File: src/kwl_pkg.sv
package kwl_pkg;

  localparam int LINE_BITS_DEF = 16;
  localparam int LINE_OUT_W    = 16;
  localparam int QUEUE_DEPTH   = 4;
  localparam int QPTR_W        = $clog2(QUEUE_DEPTH);
  localparam int QCNT_W        = $clog2(QUEUE_DEPTH + 1);

  typedef enum logic [1:0] {
    OP_CHAR = 2'd0,
    OP_EOL  = 2'd1,
    OP_EOS  = 2'd2,
    OP_NONE = 2'd3
  } opcode_t;

  typedef enum logic [3:0] {
    CLS_SPACE,
    CLS_LPAREN,
    CLS_RPAREN,
    CLS_PLUS,
    CLS_MINUS,
    CLS_STAR,
    CLS_PERCENT,
    CLS_COMMA,
    CLS_SLASH,
    CLS_QUOTE,
    CLS_DIGIT,
    CLS_ALPHA,
    CLS_BAD
  } char_cls_t;

  typedef enum logic [4:0] {
    TK_EOF        = 5'd0,
    TK_DEFINE     = 5'd1,
    TK_CALL       = 5'd2,
    TK_IDENT      = 5'd3,
    TK_STRING     = 5'd4,
    TK_LPAREN     = 5'd5,
    TK_RPAREN     = 5'd6,
    TK_NUMBER     = 5'd7,
    TK_START      = 5'd8,
    TK_END        = 5'd9,
    TK_PLUS       = 5'd10,
    TK_MINUS      = 5'd11,
    TK_STAR       = 5'd12,
    TK_SLASH      = 5'd13,
    TK_SLASHSLASH = 5'd14,
    TK_PERCENT    = 5'd15,
    TK_COMMA      = 5'd16,
    TK_TEXTBYTE   = 5'd17,
    TK_BADCHAR    = 5'd18,
    TK_UNTERM     = 5'd19
  } token_kind_t;

  typedef enum logic [2:0] {
    M_IDLE   = 3'd0,
    M_IDENT  = 3'd1,
    M_NUMBER = 3'd2,
    M_STRING = 3'd3,
    M_SLASH  = 3'd4,
    M_HALT   = 3'd5
  } lex_mode_t;

  typedef struct packed {
    opcode_t    opcode;
    logic [7:0] char_code;
    char_cls_t  cls;
  } lex_item_t;

  // keyword prefixes, first character in the low byte
  localparam logic [39:0] KW_DEFIN = "nifed";
  localparam logic [39:0] KW_CALL  = {8'h00, "llac"};
  localparam logic [39:0] KW_START = "trats";
  localparam logic [39:0] KW_END   = {16'h0000, "dne"};

  localparam logic [7:0] CH_QUOTE = 8'h22;
  localparam logic [7:0] CH_E     = 8'h65;

endpackage

File: src/kwl_if.sv
interface kwl_char_if;
  logic       valid;
  logic       ready;
  logic [1:0] opcode;
  logic [7:0] char_code;

  modport source (output valid, output opcode, output char_code, input ready);
  modport sink   (input valid, input opcode, input char_code, output ready);
endinterface

interface kwl_tok_if;
  logic                          valid;
  logic                          ready;
  logic [4:0]                    token_kind;
  logic [7:0]                    text_byte;
  logic [kwl_pkg::LINE_OUT_W-1:0] line_number;
  logic                          last;

  modport source (output valid, output token_kind, output text_byte,
                  output line_number, output last, input ready);
  modport sink   (input valid, input token_kind, input text_byte,
                  input line_number, input last, output ready);
endinterface

File: src/kwl_front.sv
module kwl_front (
  kwl_char_if.sink           chars,
  input  logic               full,
  output logic               push,
  output kwl_pkg::lex_item_t push_item
);
  import kwl_pkg::*;

  function automatic char_cls_t classify(logic [7:0] c);
    char_cls_t k;
    if (c == 8'd32 || (c >= 8'd9 && c <= 8'd13)) k = CLS_SPACE;
    else if (c == 8'h28) k = CLS_LPAREN;
    else if (c == 8'h29) k = CLS_RPAREN;
    else if (c == 8'h2B) k = CLS_PLUS;
    else if (c == 8'h2D) k = CLS_MINUS;
    else if (c == 8'h2A) k = CLS_STAR;
    else if (c == 8'h25) k = CLS_PERCENT;
    else if (c == 8'h2C) k = CLS_COMMA;
    else if (c == 8'h2F) k = CLS_SLASH;
    else if (c == CH_QUOTE) k = CLS_QUOTE;
    else if (c >= 8'h30 && c <= 8'h39) k = CLS_DIGIT;
    else if ((c >= 8'h41 && c <= 8'h5A) || (c >= 8'h61 && c <= 8'h7A) || c == 8'h5F)
      k = CLS_ALPHA;
    else k = CLS_BAD;
    return k;
  endfunction

  assign chars.ready = !full;
  assign push        = chars.valid && !full;

  always_comb begin
    push_item.opcode    = opcode_t'(chars.opcode);
    push_item.char_code = chars.char_code;
    push_item.cls       = classify(chars.char_code);
  end

endmodule

File: src/kwl_queue.sv
module kwl_queue (
  input  logic               clk,
  input  logic               rst,
  input  logic               push,
  input  kwl_pkg::lex_item_t push_item,
  output logic               full,
  output logic               head_valid,
  output kwl_pkg::lex_item_t head_item,
  input  logic               pop
);
  import kwl_pkg::*;

  lex_item_t         slots [QUEUE_DEPTH];
  logic [QPTR_W-1:0] wr_ptr;
  logic [QPTR_W-1:0] rd_ptr;
  logic [QCNT_W-1:0] count;
  logic              do_pop;

  assign full       = (count == QCNT_W'(QUEUE_DEPTH));
  assign head_valid = (count != '0);
  assign head_item  = slots[rd_ptr];
  assign do_pop     = pop && head_valid;

  always_ff @(posedge clk) begin
    if (push) begin
      slots[wr_ptr] <= push_item;
    end
  end

  always_ff @(posedge clk) begin
    if (rst) begin
      wr_ptr <= '0;
      rd_ptr <= '0;
      count  <= '0;
    end else begin
      if (push) wr_ptr <= wr_ptr + 1'b1;
      if (do_pop) rd_ptr <= rd_ptr + 1'b1;
      if (push && !do_pop) count <= count + 1'b1;
      else if (do_pop && !push) count <= count - 1'b1;
    end
  end

endmodule

File: src/kwl_back.sv
module kwl_back #(
  parameter int LINE_BITS = kwl_pkg::LINE_BITS_DEF
) (
  input  logic               clk,
  input  logic               rst,
  input  logic               head_valid,
  input  kwl_pkg::lex_item_t head_item,
  output logic               pop,
  kwl_tok_if.source          tokens
);
  import kwl_pkg::*;

  typedef struct packed {
    logic        vld;
    token_kind_t kind;
    logic [7:0]  chr;
  } res_t;

  typedef struct packed {
    res_t      res;
    lex_mode_t mode;
    logic      word_start;
  } idle_t;

  typedef struct packed {
    res_t      res;
    lex_mode_t mode;
  } close_t;

  function automatic res_t mk(token_kind_t k, logic [7:0] c);
    res_t r;
    r.vld  = 1'b1;
    r.kind = k;
    r.chr  = c;
    return r;
  endfunction

  function automatic token_kind_t word_kind(logic [39:0] p, logic [2:0] n);
    token_kind_t k;
    if (n == 3'd6 && p == KW_DEFIN) k = TK_DEFINE;
    else if (n == 3'd4 && p == KW_CALL) k = TK_CALL;
    else if (n == 3'd5 && p == KW_START) k = TK_START;
    else if (n == 3'd3 && p == KW_END) k = TK_END;
    else k = TK_IDENT;
    return k;
  endfunction

  function automatic logic [39:0] append_prefix(logic [39:0] p, logic [2:0] n,
                                                logic [7:0] c);
    logic [39:0] q;
    q = p;
    if (n < 3'd5) begin
      for (int k = 0; k < 5; k++) begin
        if (n == 3'(k)) q[8*k +: 8] = c;
      end
    end else if (n == 3'd5 && p == KW_DEFIN && c != CH_E) begin
      q = '0;
    end
    return q;
  endfunction

  function automatic idle_t idle_char(char_cls_t cls, logic [7:0] c);
    idle_t r;
    r            = '0;
    r.mode       = M_IDLE;
    unique case (cls)
      CLS_SPACE:   r.res = '0;
      CLS_LPAREN:  r.res = mk(TK_LPAREN, 8'd0);
      CLS_RPAREN:  r.res = mk(TK_RPAREN, 8'd0);
      CLS_PLUS:    r.res = mk(TK_PLUS, 8'd0);
      CLS_MINUS:   r.res = mk(TK_MINUS, 8'd0);
      CLS_STAR:    r.res = mk(TK_STAR, 8'd0);
      CLS_PERCENT: r.res = mk(TK_PERCENT, 8'd0);
      CLS_COMMA:   r.res = mk(TK_COMMA, 8'd0);
      CLS_SLASH:   r.mode = M_SLASH;
      CLS_QUOTE:   r.mode = M_STRING;
      CLS_DIGIT: begin
        r.mode = M_NUMBER;
        r.res  = mk(TK_TEXTBYTE, c);
      end
      CLS_ALPHA: begin
        r.mode       = M_IDENT;
        r.word_start = 1'b1;
        r.res        = mk(TK_TEXTBYTE, c);
      end
      default: begin
        r.mode = M_HALT;
        r.res  = mk(TK_BADCHAR, c);
      end
    endcase
    return r;
  endfunction

  function automatic close_t close_open(lex_mode_t m, logic [39:0] p, logic [2:0] n);
    close_t r;
    r      = '0;
    r.mode = M_IDLE;
    unique case (m)
      M_IDENT:  r.res = mk(word_kind(p, n), 8'd0);
      M_NUMBER: r.res = mk(TK_NUMBER, 8'd0);
      M_SLASH:  r.res = mk(TK_SLASH, 8'd0);
      M_STRING: begin
        r.res  = mk(TK_UNTERM, 8'd0);
        r.mode = M_HALT;
      end
      M_HALT:   r.mode = M_HALT;
      default:  r.res = '0;
    endcase
    return r;
  endfunction

  // lexer state
  lex_mode_t            mode, mode_next;
  logic [39:0]          word_prefix, word_prefix_next;
  logic [2:0]           word_length, word_length_next;
  logic [LINE_BITS-1:0] line_counter, line_counter_next;
  logic                 phase, phase_next;

  // output register
  logic                  out_valid;
  token_kind_t           out_kind;
  logic [7:0]            out_chr;
  logic [LINE_OUT_W-1:0] out_line;
  logic                  out_last;

  res_t                  r0, r1;
  idle_t                 ic;
  close_t                cl;
  logic                  commit, load, load_last, slot_free;
  res_t                  load_res;
  logic [31:0]           line_wide;
  logic [LINE_OUT_W-1:0] line_cap;
  logic [7:0]            c;
  logic                  is_word;
  logic [2:0]            len_inc;

  assign c         = head_item.char_code;
  assign is_word   = (head_item.cls == CLS_ALPHA) || (head_item.cls == CLS_DIGIT);
  assign len_inc   = (word_length == 3'd7) ? word_length : word_length + 3'd1;
  assign line_wide = 32'(line_counter);
  assign line_cap  = (line_wide > 32'(2**LINE_OUT_W - 1)) ? '1 : line_wide[LINE_OUT_W-1:0];
  assign slot_free = !out_valid || tokens.ready;

  // results and next state of the head word, from the current state alone
  always_comb begin
    r0                = '0;
    r1                = '0;
    mode_next         = mode;
    word_prefix_next  = word_prefix;
    word_length_next  = word_length;
    line_counter_next = line_counter;
    ic                = idle_char(head_item.cls, c);
    cl                = close_open(mode, word_prefix, word_length);
    unique case (head_item.opcode)
      OP_CHAR: begin
        unique case (mode)
          M_HALT: r0 = '0;
          M_STRING: begin
            if (head_item.cls == CLS_QUOTE) begin
              r0        = mk(TK_STRING, 8'd0);
              mode_next = M_IDLE;
            end else begin
              r0 = mk(TK_TEXTBYTE, c);
            end
          end
          M_IDENT: begin
            if (is_word) begin
              word_prefix_next = append_prefix(word_prefix, word_length, c);
              word_length_next = len_inc;
              r0               = mk(TK_TEXTBYTE, c);
            end else begin
              r0        = mk(word_kind(word_prefix, word_length), 8'd0);
              r1        = ic.res;
              mode_next = ic.mode;
            end
          end
          M_NUMBER: begin
            if (head_item.cls == CLS_DIGIT) begin
              r0 = mk(TK_TEXTBYTE, c);
            end else begin
              r0        = mk(TK_NUMBER, 8'd0);
              r1        = ic.res;
              mode_next = ic.mode;
            end
          end
          M_SLASH: begin
            if (head_item.cls == CLS_SLASH) begin
              r0        = mk(TK_SLASHSLASH, 8'd0);
              mode_next = M_IDLE;
            end else begin
              r0        = mk(TK_SLASH, 8'd0);
              r1        = ic.res;
              mode_next = ic.mode;
            end
          end
          default: begin
            r0        = ic.res;
            mode_next = ic.mode;
          end
        endcase
        // a new identifier starts a fresh prefix that holds its first character
        if (mode_next == M_IDENT && mode != M_IDENT && ic.word_start) begin
          word_prefix_next = {32'd0, c};
          word_length_next = 3'd1;
        end
      end
      OP_EOL: begin
        r0        = cl.res;
        mode_next = cl.mode;
        if (line_counter != '1) line_counter_next = line_counter + 1'b1;
      end
      OP_EOS: begin
        if (cl.res.vld) begin
          r0 = cl.res;
          r1 = mk(TK_EOF, 8'd0);
        end else begin
          r0 = mk(TK_EOF, 8'd0);
        end
        mode_next         = M_IDLE;
        word_prefix_next  = '0;
        word_length_next  = '0;
        line_counter_next = LINE_BITS'(1);
      end
      default: r0 = '0;
    endcase
  end

  // sequencing: one result per cycle into the output register while that register is free
  always_comb begin
    pop        = 1'b0;
    commit     = 1'b0;
    load       = 1'b0;
    load_res   = phase ? r1 : r0;
    load_last  = phase || !r1.vld;
    phase_next = phase;
    if (head_valid) begin
      if (!r0.vld) begin
        pop    = 1'b1;
        commit = 1'b1;
      end else if (slot_free) begin
        load = 1'b1;
        if (load_last) begin
          pop        = 1'b1;
          commit     = 1'b1;
          phase_next = 1'b0;
        end else begin
          phase_next = 1'b1;
        end
      end
    end
  end

  always_ff @(posedge clk) begin
    if (rst) begin
      mode         <= M_IDLE;
      word_prefix  <= '0;
      word_length  <= '0;
      line_counter <= LINE_BITS'(1);
      phase        <= 1'b0;
      out_valid    <= 1'b0;
    end else begin
      phase <= phase_next;
      if (commit) begin
        mode         <= mode_next;
        word_prefix  <= word_prefix_next;
        word_length  <= word_length_next;
        line_counter <= line_counter_next;
      end
      if (load) out_valid <= 1'b1;
      else if (tokens.ready) out_valid <= 1'b0;
    end
  end

  always_ff @(posedge clk) begin
    if (load) begin
      out_kind <= load_res.kind;
      out_chr  <= load_res.chr;
      out_line <= line_cap;
      out_last <= load_last;
    end
  end

  assign tokens.valid       = out_valid;
  assign tokens.token_kind  = out_kind;
  assign tokens.text_byte   = out_chr;
  assign tokens.line_number = out_line;
  assign tokens.last        = out_last;

endmodule

File: src/keyword_token_lexer_unit.sv
// keyword token lexer: takes one word per cycle on chars (a character, an end of line
// or an end of source) while the queue has room, and gives tokens on tokens, each
// tagged with the one-based line number, saturating at 65535. identifier, number and
// string characters leave at once as text-byte tokens; the identifier kind (define,
// call, start, end or plain identifier) follows when the word closes. a slash is held
// back one word so that a second slash makes a double slash. an unexpected character
// or an open string at a line end gives an error token, after which input is
// swallowed until end of source, which always closes with EOF and returns the lexer
// to its reset state. rate: one input word per cycle while tokens are taken; a word
// that closes one token and gives another, or an end of source that closes a token,
// yields two tokens and holds the back end until both are loaded, since the single
// output register takes one token a cycle. a four-entry queue between the classifying
// front end and the lexer keeps input flowing through such stalls. with the queue empty
// the first token passes through a queue slot and the output register before it is offered.
module keyword_token_lexer_unit #(
  parameter int LINE_BITS = kwl_pkg::LINE_BITS_DEF
) (
  input  logic      clk,
  input  logic      rst,
  kwl_char_if.sink  chars,
  kwl_tok_if.source tokens
);
  import kwl_pkg::*;

  // front end to queue
  logic      push;
  lex_item_t push_item;
  logic      full;

  // queue to lexer
  logic      head_valid;
  lex_item_t head_item;
  logic      pop;

  // classify each word as it is accepted
  kwl_front u_front (
    .chars     (chars),
    .full      (full),
    .push      (push),
    .push_item (push_item)
  );

  // short decoupling queue
  kwl_queue u_queue (
    .clk        (clk),
    .rst        (rst),
    .push       (push),
    .push_item  (push_item),
    .full       (full),
    .head_valid (head_valid),
    .head_item  (head_item),
    .pop        (pop)
  );

  // lexer state machine and output register
  kwl_back #(
    .LINE_BITS (LINE_BITS)
  ) u_back (
    .clk        (clk),
    .rst        (rst),
    .head_valid (head_valid),
    .head_item  (head_item),
    .pop        (pop),
    .tokens     (tokens)
  );

endmodule
File: src/flat_wrapper.sv
// flat-port wrapper written by rule: the top's interface ports become plain ports
module keyword_token_lexer_unit_flat import kwl_pkg::*;
#(
  parameter int LINE_BITS = kwl_pkg::LINE_BITS_DEF
)
  (clk, rst, chars_valid, chars_opcode, chars_char_code, chars_ready, tokens_valid, tokens_token_kind, tokens_text_byte, tokens_line_number, tokens_last, tokens_ready);
  kwl_char_if chars_i ();
  kwl_tok_if tokens_i ();
  input  logic clk;
  input  logic rst;
  input wire logic [$bits(chars_i.valid)-1:0] chars_valid;
  input wire logic [$bits(chars_i.opcode)-1:0] chars_opcode;
  input wire logic [$bits(chars_i.char_code)-1:0] chars_char_code;
  output wire logic [$bits(chars_i.ready)-1:0] chars_ready;
  output wire logic [$bits(tokens_i.valid)-1:0] tokens_valid;
  output wire logic [$bits(tokens_i.token_kind)-1:0] tokens_token_kind;
  output wire logic [$bits(tokens_i.text_byte)-1:0] tokens_text_byte;
  output wire logic [$bits(tokens_i.line_number)-1:0] tokens_line_number;
  output wire logic [$bits(tokens_i.last)-1:0] tokens_last;
  input wire logic [$bits(tokens_i.ready)-1:0] tokens_ready;
  assign chars_i.valid = chars_valid;
  assign chars_i.opcode = chars_opcode;
  assign chars_i.char_code = chars_char_code;
  assign chars_ready = chars_i.ready;
  assign tokens_valid = tokens_i.valid;
  assign tokens_token_kind = tokens_i.token_kind;
  assign tokens_text_byte = tokens_i.text_byte;
  assign tokens_line_number = tokens_i.line_number;
  assign tokens_last = tokens_i.last;
  assign tokens_i.ready = tokens_ready;
  keyword_token_lexer_unit #(.LINE_BITS(LINE_BITS)) u_core (.clk(clk), .rst(rst), .chars(chars_i), .tokens(tokens_i));
endmodule
File: config.mk
export PLATFORM = sky130hd
export DESIGN_NAME = keyword_token_lexer_unit_flat
export DESIGN_NICKNAME = d
export VERILOG_FILES = /design/src/kwl_pkg.sv /design/src/kwl_if.sv /design/src/kwl_front.sv /design/src/kwl_queue.sv /design/src/kwl_back.sv /design/src/keyword_token_lexer_unit.sv /design/src/flat_wrapper.sv
export SDC_FILE = /design/constraint.sdc
export NUM_CORES = 1
export LEC_CHECK = 0
export BUFFER_PORTS_ARGS = -buffer_cell sky130_fd_sc_hd__buf_2
export CAP_MARGIN = 20
export CORE_UTILIZATION = 52
export DETAILED_ROUTE_END_ITERATION = 12
export GPL_TIMING_DRIVEN = 0
export PLACE_DENSITY = 0.7
export SYNTH_ARGS = -nofsm -noshare
export SYNTH_HDL_FRONTEND = slang
export SYNTH_SLANG_ARGS = --single-unit
File: constraint.sdc
create_clock -name clk -period 4.55 [get_ports clk]
set_input_delay 0.6825 -clock clk [delete_from_list [all_inputs] [get_ports clk]]
set_output_delay 0.6825 -clock clk [all_outputs]
set_load 0.01 [all_outputs]
==> key figures <==
Status
  • Status: complete, no violations

Floorplanning
  • Number of cell rows: 44
  • Core box area: 14590 um^2
  • Die Ht: 124.4 um
  • Die ar.: 15490 um^2
  • Starting Density: 53.44%
  • Boundary Pins: 46
  • Die width: 124.4 um

Place
  • PortBufs: 45
  • Dpl ws: 0.1999 ns
  • Placed cell count: 968
  • Post-DP HPWL: 13190 um
  • Final GP Congestion: 0.9354

Routing
  • Vias per inst: 6.146
  • First-pass detailed-route iteration total: 5
  • Wire per inst: 18.43 um
  • Vias: 6140
  • DRT Wirelength: 18410 um
  • DRC Markers: 0
  • Post-DRT Antenna Nets: 0
  • Drt first-iter violations: 595

Run
  • Max Cap Viol: 0

Global routing
  • Initial antenna violation count: 0
  • GR Util All Layers: 24.51%
  • Gr ovfl total: 0
  • Vias in the first global route: 5950
  • Largest net degree at the start of global routing: 31
  • First-pass GRT wire length: 30070 um

Clock tree
  • H-tree Lvls: 4
  • Clk_lat worst skew: 0.43 ns
  • CTS Buffer Depth: 2
  • Clk root buf: clkbuf_16
  • Hold-fix buffers at CTS: 0
  • # resized after CTS: 0
  • Worst-path clk slew: 0.07 ns
  • Inserted Clock Buffers: 17
  • Post-CTS Repair Setup Buffers: 0
  • CTS tree: yes
  • Clock sink total: 159

Hold path
  • Worst Hold Endpoint: u_core.u_back.word_prefix[14]
  • Worst hold path cell count: 2
  • Hold Path Class: reg -> reg
  • Worst Hold Launch: u_core.u_back.word_prefix[14]

Power
  • Power per cell area: 750.9 nW/um^2
  • Worst vdd ir: 372.0 uV
  • P_leak: 0.003111 uW
  • Total power: 6649 uW

Finish
  • Ratio of cells with drive above 1 in the final layout: 15.09%
  • P&R area growth vs syn: 13.58%
  • Sequential cell area: 4044 um^2
  • Fillcell total: 1174
  • Nets: 833
  • Antenna cells: 0
  • Area taken by multi-input logic gates: 3501 um^2
  • Commonest non-fill, non-tap cells in the layout: edfxtp_1 (86), nand2_1 (79), dfxtp_1 (73), buf_2 (54), nor2_1 (54)
  • Most common cell after layout, fill and taps aside: edfxtp_1
  • Post-Layout Cell Count: 999

Setup path
  • Crit-path max FO: 10
  • Cells on worst reg2reg path: 14
  • Startpoint types: register
  • Critical path class: reg -> reg
  • Arr. time, crit path: 4.55 ns
  • Nature of the critical path endpoint: register
  • Worst path required time: 4.90 ns
  • R2R Setup Slk: 0.35 ns
  • Worst R2R End: u_core.u_queue.count[2]

Synthesis
  • Syn nets: 770
  • Top FF cell, synth: edfxtp_1
  • Synth area leaders: edfxtp_1 (33%), dfxtp_1 (19%), mux4_2 (4.0%)
  • Synthesis Warnings: 0
  • Distinct cells, synth: 74
  • Synthesized cell area: 7796 um^2
  • Post-synthesis sequential area ratio: 51.87%
  • FF+latch count, synth: 159
  • Synth area leader: edfxtp_1
  • Synth Instances: 739
  • Async set-or-reset flop fraction in the synthesized netlist: 0%
  • Mapped Avg Cell Area: 10.55 um^2
  • Post-synth EDFFs: 86
  • Top cell type's share of synthesized area: 33.12%

STA
  • Final period util: 92.28%
  • Clock skew: 0.01096 ns
  • Worst Hold Margin: 0.4551 ns
  • Post-route setup slack: 0.3513 ns
  • RSZ-0062 raised after global routing: false
  • Worst Tran Pin Value: 0.8983 ns
  • # setup viols final: 0
  • TNS Setup: 0 ns
  • Fmax: 238.2 MHz
  • Pins Over Slew Limit: 0
  • Slew headroom: 39.97%
  • Final Critical Period: 4.199 ns
  • Final hold violations: 0
[worst max-delay path, cell delays in order (launching register included)]
cell and delay, ns:
dfxtp_1 0.46, clkbuf_1 0.56, mux4_2 0.44, inv_1 0.10, ha_1 0.47, a31oi_1 0.08, a21oi_1 0.23, o31ai_4 0.15
a211o_2 0.45, inv_1 0.20, ha_1 0.24, fa_1 0.20, xnor2_1 0.07, or3_1 0.30, a21oi_1 0.15
[layout make-up]
class,count,share of cell area (%)
inverters,20,0.8478
clock inverters,15,1.964
flip-flops and latches,159,45.67
repair buffers,45,2.543
multi-input cells,520,39.54
plain buffers,39,2.035
well taps,184,2.600
clock buffers,17,4.804
[flip-flops by register name, indices dropped and copies added, names as in the netlist, named ones only]
name                              count
u_core.u_back.tokens.text_byte        8
u_core.u_back.word_prefix            40
u_core.u_queue.slots                 56
u_core.u_back.tokens.last             1
u_core.u_back.mode                    3
u_core.u_queue.count                  3
u_core.u_back.tokens.line_number     16
u_core.u_back.phase                   1
u_core.u_queue.wr_ptr                 2
u_core.u_back.line_counter           16
u_core.u_queue.rd_ptr                 2
u_core.u_back.tokens.valid            1
u_core.u_back.tokens.token_kind       5
u_core.u_back.word_length             3
[cell families after synthesis]
group / count (synthesis) / synth area share (%)
AOI/OAI and AO/OA: 173 / 14.52
xor gates and xnor gates: 15 / 1.685
adders and majority gates: 17 / 2.825
buffers and inverters: 60 / 3.322
DFF: 159 / 51.87
muxes: 32 / 6.355
and+or+nand+nor: 283 / 19.42
[cell usage after synthesis (7+ instances only)]
cell      instances
a21oi_1          30
nor4_1           10
o211ai_1         28
o21ai_0          37
or4_1            12
nand2b_1         16
edfxtp_1         86
o21ai_1          22
o31ai_1           9
and2_1           14
nor2b_1           7
nor2_1           55
a31oi_1           8
nand3_1          14
nand4_1          14
clkbuf_1         26
inv_1            18
and3_1           10
nor3_1           11
dfxtp_1          73
mux2i_1          18
ha_1             16
buf_2             9
xor2_1           11
nand2_1          79
mux4_2           14
[per-stage QoR]
step           cell area [um^2]  utilization [%]
2_1_floorplan              7796                -
3_3_place_gp               8252            56.56
3_5_place_dp               8259            56.61
4_1_cts                    8859            60.72
5_1_grt                    8855            60.69
6_report                   8855            60.69
[per-layer routing]
| metal | vias up | global-route usage (%) | routed length (um) |
|---|---|---|---|
| li1 | 2892 | - | - |
| met1 | 3018 | 32.44 | 8254 |
| met2 | 197 | 40.23 | 8915 |
| met3 | 33 | 5.198 | 908 |
| met4 | 0 | 7.654 | 331 |
| met5 | - | 0 | 0 |
[report_power, final]
part	switching, uW	leakage, uW	total (uW)	internal [uW]
registers	229	0.00139	2200	1970
clock network	619	0.000293	1440	826
logic	1930	0.00143	3010	1080
total	2780	0.00311	6650	3870
[how the worst max path moves through the flow]
stage                                                     to     start
after global placement    u_core.u_back.tokens.token_kind[0]  register
after floorplan                    u_core.u_back.tokens.last  register
after CTS                            u_core.u_queue.count[2]  register
final                                u_core.u_queue.count[2]  register
after global routing                 u_core.u_queue.count[2]  register
after detailed placement             u_core.u_queue.count[2]  register
No activity file was read; power rests on OpenSTA's default activity.
